File: config.mk
export PLATFORM = sky130hd
export DESIGN_NAME = csq_cell
export DESIGN_NICKNAME = d
export VERILOG_FILES = /design/src/csq_pkg.sv /design/src/csq_cell.sv
export SDC_FILE = /design/constraint.sdc
export NUM_CORES = 1
export LEC_CHECK = 0
export ABC_CLOCK_PERIOD_IN_PS = 2510
export BUFFER_PORTS_ARGS = -buffer_cell sky130_fd_sc_hd__buf_2
export CAP_MARGIN = 20
export CELL_PAD_IN_SITES_DETAIL_PLACEMENT = 2
export CELL_PAD_IN_SITES_GLOBAL_PLACEMENT = 2
export CORE_MARGIN = 8
export CORE_UTILIZATION = 20
export DETAILED_ROUTE_END_ITERATION = 10
export GPL_TIMING_DRIVEN = 1
export PLACE_DENSITY = 0.79
export SETUP_SLACK_MARGIN = 0.05
export SLEW_MARGIN = 20
export SYNTH_ARGS = -nofsm -noshare
export SYNTH_HDL_FRONTEND = slang
export SYNTH_SLANG_ARGS = --single-unit
File: constraint.sdc
create_clock -name i_clk -period 2.51 [get_ports i_clk]
set_clock_uncertainty 0.05 [all_clocks]
set_input_delay 0.251 -clock i_clk [delete_from_list [all_inputs] [get_ports i_clk]]
set_output_delay 0.251 -clock i_clk [all_outputs]
set_load 0.03 [all_outputs]
File: src/csq_pkg.sv
// ----------------------------------------------------------------------------
// csq_pkg
// Shared types and constants for the cursor sequence store.
// ----------------------------------------------------------------------------
package csq_pkg;

    localparam int CAPACITY  = 64;
    localparam int WORD_BITS = 32;
    localparam int IDX_W     = $clog2(CAPACITY);
    localparam int CNT_W     = $clog2(CAPACITY + 1);

    localparam logic [2:0] OP_START   = 3'd0;
    localparam logic [2:0] OP_ADVANCE = 3'd1;
    localparam logic [2:0] OP_INSERT  = 3'd2;
    localparam logic [2:0] OP_ATTACH  = 3'd3;
    localparam logic [2:0] OP_REMOVE  = 3'd4;

    localparam logic [1:0] ERR_OK         = 2'd0;
    localparam logic [1:0] ERR_FULL       = 2'd1;
    localparam logic [1:0] ERR_NO_CURRENT = 2'd2;

    typedef struct packed {
        logic                 shift_up;
        logic                 shift_down;
        logic [IDX_W-1:0]     pos;
        logic [WORD_BITS-1:0] word;
    } t_cell_ctrl;

    typedef struct packed {
        logic             has;
        logic [IDX_W-1:0] idx;
    } t_cursor;

endpackage

File: src/csq_cell.sv
// ----------------------------------------------------------------------------
// csq_cell
// One storage slot of the sequence: holds a word, shifts toward either
// neighbor, and drives its word when the cursor points at it.
// ----------------------------------------------------------------------------
module csq_cell (
    input  logic                          i_clk,
    input  logic [csq_pkg::IDX_W-1:0]     i_index,
    input  csq_pkg::t_cell_ctrl           i_ctrl,
    input  csq_pkg::t_cursor              i_cursor,
    input  logic [csq_pkg::WORD_BITS-1:0] i_prev_word,
    input  logic [csq_pkg::WORD_BITS-1:0] i_next_word,
    output logic [csq_pkg::WORD_BITS-1:0] o_word,
    output logic [csq_pkg::WORD_BITS-1:0] o_sel_word
);
    import csq_pkg::*;

    logic [WORD_BITS-1:0] r_word;
    logic [WORD_BITS-1:0] n_word;

    always_comb begin
        n_word = r_word;
        if (i_ctrl.shift_up) begin
            if (i_index > i_ctrl.pos) begin
                n_word = i_prev_word;
            end else if (i_index == i_ctrl.pos) begin
                n_word = i_ctrl.word;
            end
        end else if (i_ctrl.shift_down) begin
            if (i_index >= i_ctrl.pos) begin
                n_word = i_next_word;
            end
        end
    end

    always_ff @(posedge i_clk) begin
        r_word <= n_word;
    end

    assign o_word     = r_word;
    assign o_sel_word = (i_cursor.has && (i_cursor.idx == i_index)) ? r_word : '0;

endmodule

==> results.cfg <==
[grt]
antenna_found_initial = 0
grt_max_degree = 32
grt_usage_pct = 13.3
grt_overflow = 0
grt_pass1_vias = 2595
grt_pass1_wl_mm = 15.0

[sta]
hold_viol = 0
fin_crit_ns = 2.13
rsz0062_at_grt = no
layout_setup_ws_ns = 0.377
setup_tns_ns = 0
fmax_ghz = 0.469
drv_slew = 0
timing.final.crit_share_pct = 85.0
tightest_slew_ns = 0.921
setup_viol = 0
relSlewSlack_pct = 38.6

[setup_path]
crit_path_cell_trace = buf_2, ha_1, nand4_2, o21bai_4, a31oi_4, o221a_1
critPathArrivalTime_ns = 2.22
critPathBufInv = 1
path_class = in -> reg
cp.required_ns = 2.59
crit_family = compound AO/OA/AOI/OAI gates
critPathCaptureType = register
cp_slowest_cell = a31oi_4
critical-path-max-stage-delay_ns = 0.76
path_max_fanout = 31
start_kind = input pin

[floorplan]
start_util_pct = 20.6
rows = 37
die_h_um = 119
die_w_um = 119
core-area_sq_um = 10300
ios = 182
die_area_sq_um = 14200

[route]
drtIter0Drc = 42
ant_nets = 0
firstDrtPassIters = 4
route.vias.total = 2187
drc = 0
drt_wl_total_mm = 9.59
wl_per_cell_um = 19.1
viasPerCell = 4.36

[clock_tree]
cts.repair.resized = 0
cts_tree = done
cts.clk_slew.worst_paths_ns = 0.07
cts_buffers = 5
clock_path_buffers = 2
ctsHoldBuffers = 0
htree_num_levels = 2
cts.sinks = 32
root_buffer = clkbuf_8
cts_setup_buffers = 0

[pwr]
power-per-cell-area_nw_per_um2 = 557
power.leakage_nw = 1.57
peakVddDrop_v = 0.000157
p_total_mw = 1.83

[cells_and_area]
drive_gt1_share_pct = 62.6
layoutNonFillerInstCount = 502
largest_register_ffs = 32
synthToLayoutAreaGrowth_pct = 54.8
fillers = 1184
num_antenna_cells = 0
post-route-util_pct = 31.8
nets = 489

[yosys]
ys_types = 30
yosysSeqAreaShare_pct = 45.3
ys_warn_count = 0
synth_top_family_by_area = simple AND/OR/NAND/NOR gates
synth_top_area_share_pct = 45.3
syn_inst = 185
synth-xor-area-share_pct = 2.48
synth_top_area_cell = edfxtp_1
synthSimpleGateAreaFrac_pct = 22.3
synth_mux_area_share_pct = 0
synth_fa_ha_area_share_pct = 3.54
syn_nets = 309
ys_ff_latch = 32
synth_area_per_cell_sq_um = 11.5
synth-compound-area-share_pct = 21.4
synthTopCellsByArea = edfxtp_1, o221a_1, and2_1, or2_2, ha_1
netlist_area_sq_um = 2120

[min_path]
hp-class = in -> reg

[placed_design]
dp_hpwl_mm = 8.28
gp_congestion = 0.760
io_buffers = 181
place_ws_ns = 0.0209
dp_cells = 494

[outcome]
status = finished clean

[flow_run]
drv_cap = 0
==> synth_stat cells <==
cell type / instances
inv_1: 9
and3_1: 1
a31oi_1: 1
o221a_1: 30
or2_2: 31
and3b_1: 1
buf_6: 3
and2_1: 32
nand4_2: 1
buf_2: 3
nor2_1: 1
xnor2_1: 3
o21a_1: 2
o221a_2: 1
xor2_1: 3
o21bai_4: 1
nand4_1: 1
clkbuf_1: 6
o32ai_1: 1
nand2b_1: 2
nor3_1: 2
nand2_1: 2
edfxtp_1: 32
o21ai_0: 1
ha_1: 6
a211o_4: 1
nor4_1: 1
o41ai_1: 1
a21oi_1: 5
nor2b_1: 1
==> cells in the final DEF, fill, tap and decap left out, drive strengths merged, types with 2 or more instances in the layout <==
| cell | synthesis | routed |
|---|---|---|
| o21a | 2 | 2 |
| inv | 9 | 9 |
| xor2 | 3 | 3 |
| a21oi | 5 | 5 |
| nand4 | 2 | 2 |
| ha | 6 | 6 |
| o221a | 31 | 31 |
| and2 | 32 | 32 |
| nand2b | 2 | 2 |
| nand2 | 2 | 2 |
| edfxtp | 32 | 32 |
| clkbuf | 6 | 6 |
| xnor2 | 3 | 3 |
| nor3 | 2 | 2 |
| or2 | 31 | 31 |
| buf | 6 | 185 |
==> cells by family (layout without fill, tap and decap cells) <==
logic type                 count (synthesis)  after routing
buffers and inverters                     21            202
adders and majority gates                  6              6
DFF                                       32             32
AOI/OAI and AO/OA                         44             44
xor gates and xnor gates                   6              6
and+or+nand+nor                           76             76
==> worst paths after layout <==
kind | slack, ns | startpoint | end | depth (start not counted)
hold / removal | 0.26 | i_ctrl[19] | o_word[19] | 2
setup / recovery | 0.38 | i_index[5] | o_word[27] | 6
==> per-stage QoR <==
step / instance area, sq um / hold slack (ns)
final: 3290 / 0.255
after global routing: 3290 / 0.257
after CTS: 3290 / 0.251
after detailed placement: 3180 / 0.548
after global placement: 3180 / 0.537
after floorplan: 2120 / 0.440
==> metal layers <==
layer,share of wire [%],vias up,GRT usage (%),wire [um]
met5,0,-,0,0
met4,0.78,0,2.85,75
met3,3.9,4,2.65,378
met2,57,69,26.2,5470
met1,38,1059,14.0,3660
li1,-,1055,-,-
==> where the power goes <==
part / total (mW) / internal (mW) / leakage (nW) / switching (mW)
logic: 0.594 / 0.224 / 1.21 / 0.370
registers: 0.743 / 0.701 / 0.309 / 0.0423
clock network: 0.494 / 0.295 / 0.0552 / 0.200
==> area by class of cell <==
cell class                      count  area, sq um  share of cell area, %
Sequential cell                    32          961                   29.2
Clock buffer                        6         72.6                   2.21
Multi-Input combinational cell    132         1080                   32.8
Inverter                            9         33.8                   1.03
Clock inverter                      2         35.0                   1.07
Timing Repair Buffer              185          936                   28.5
Tap cell                          136          170                   5.18
(Power assumes the default switching activity.)
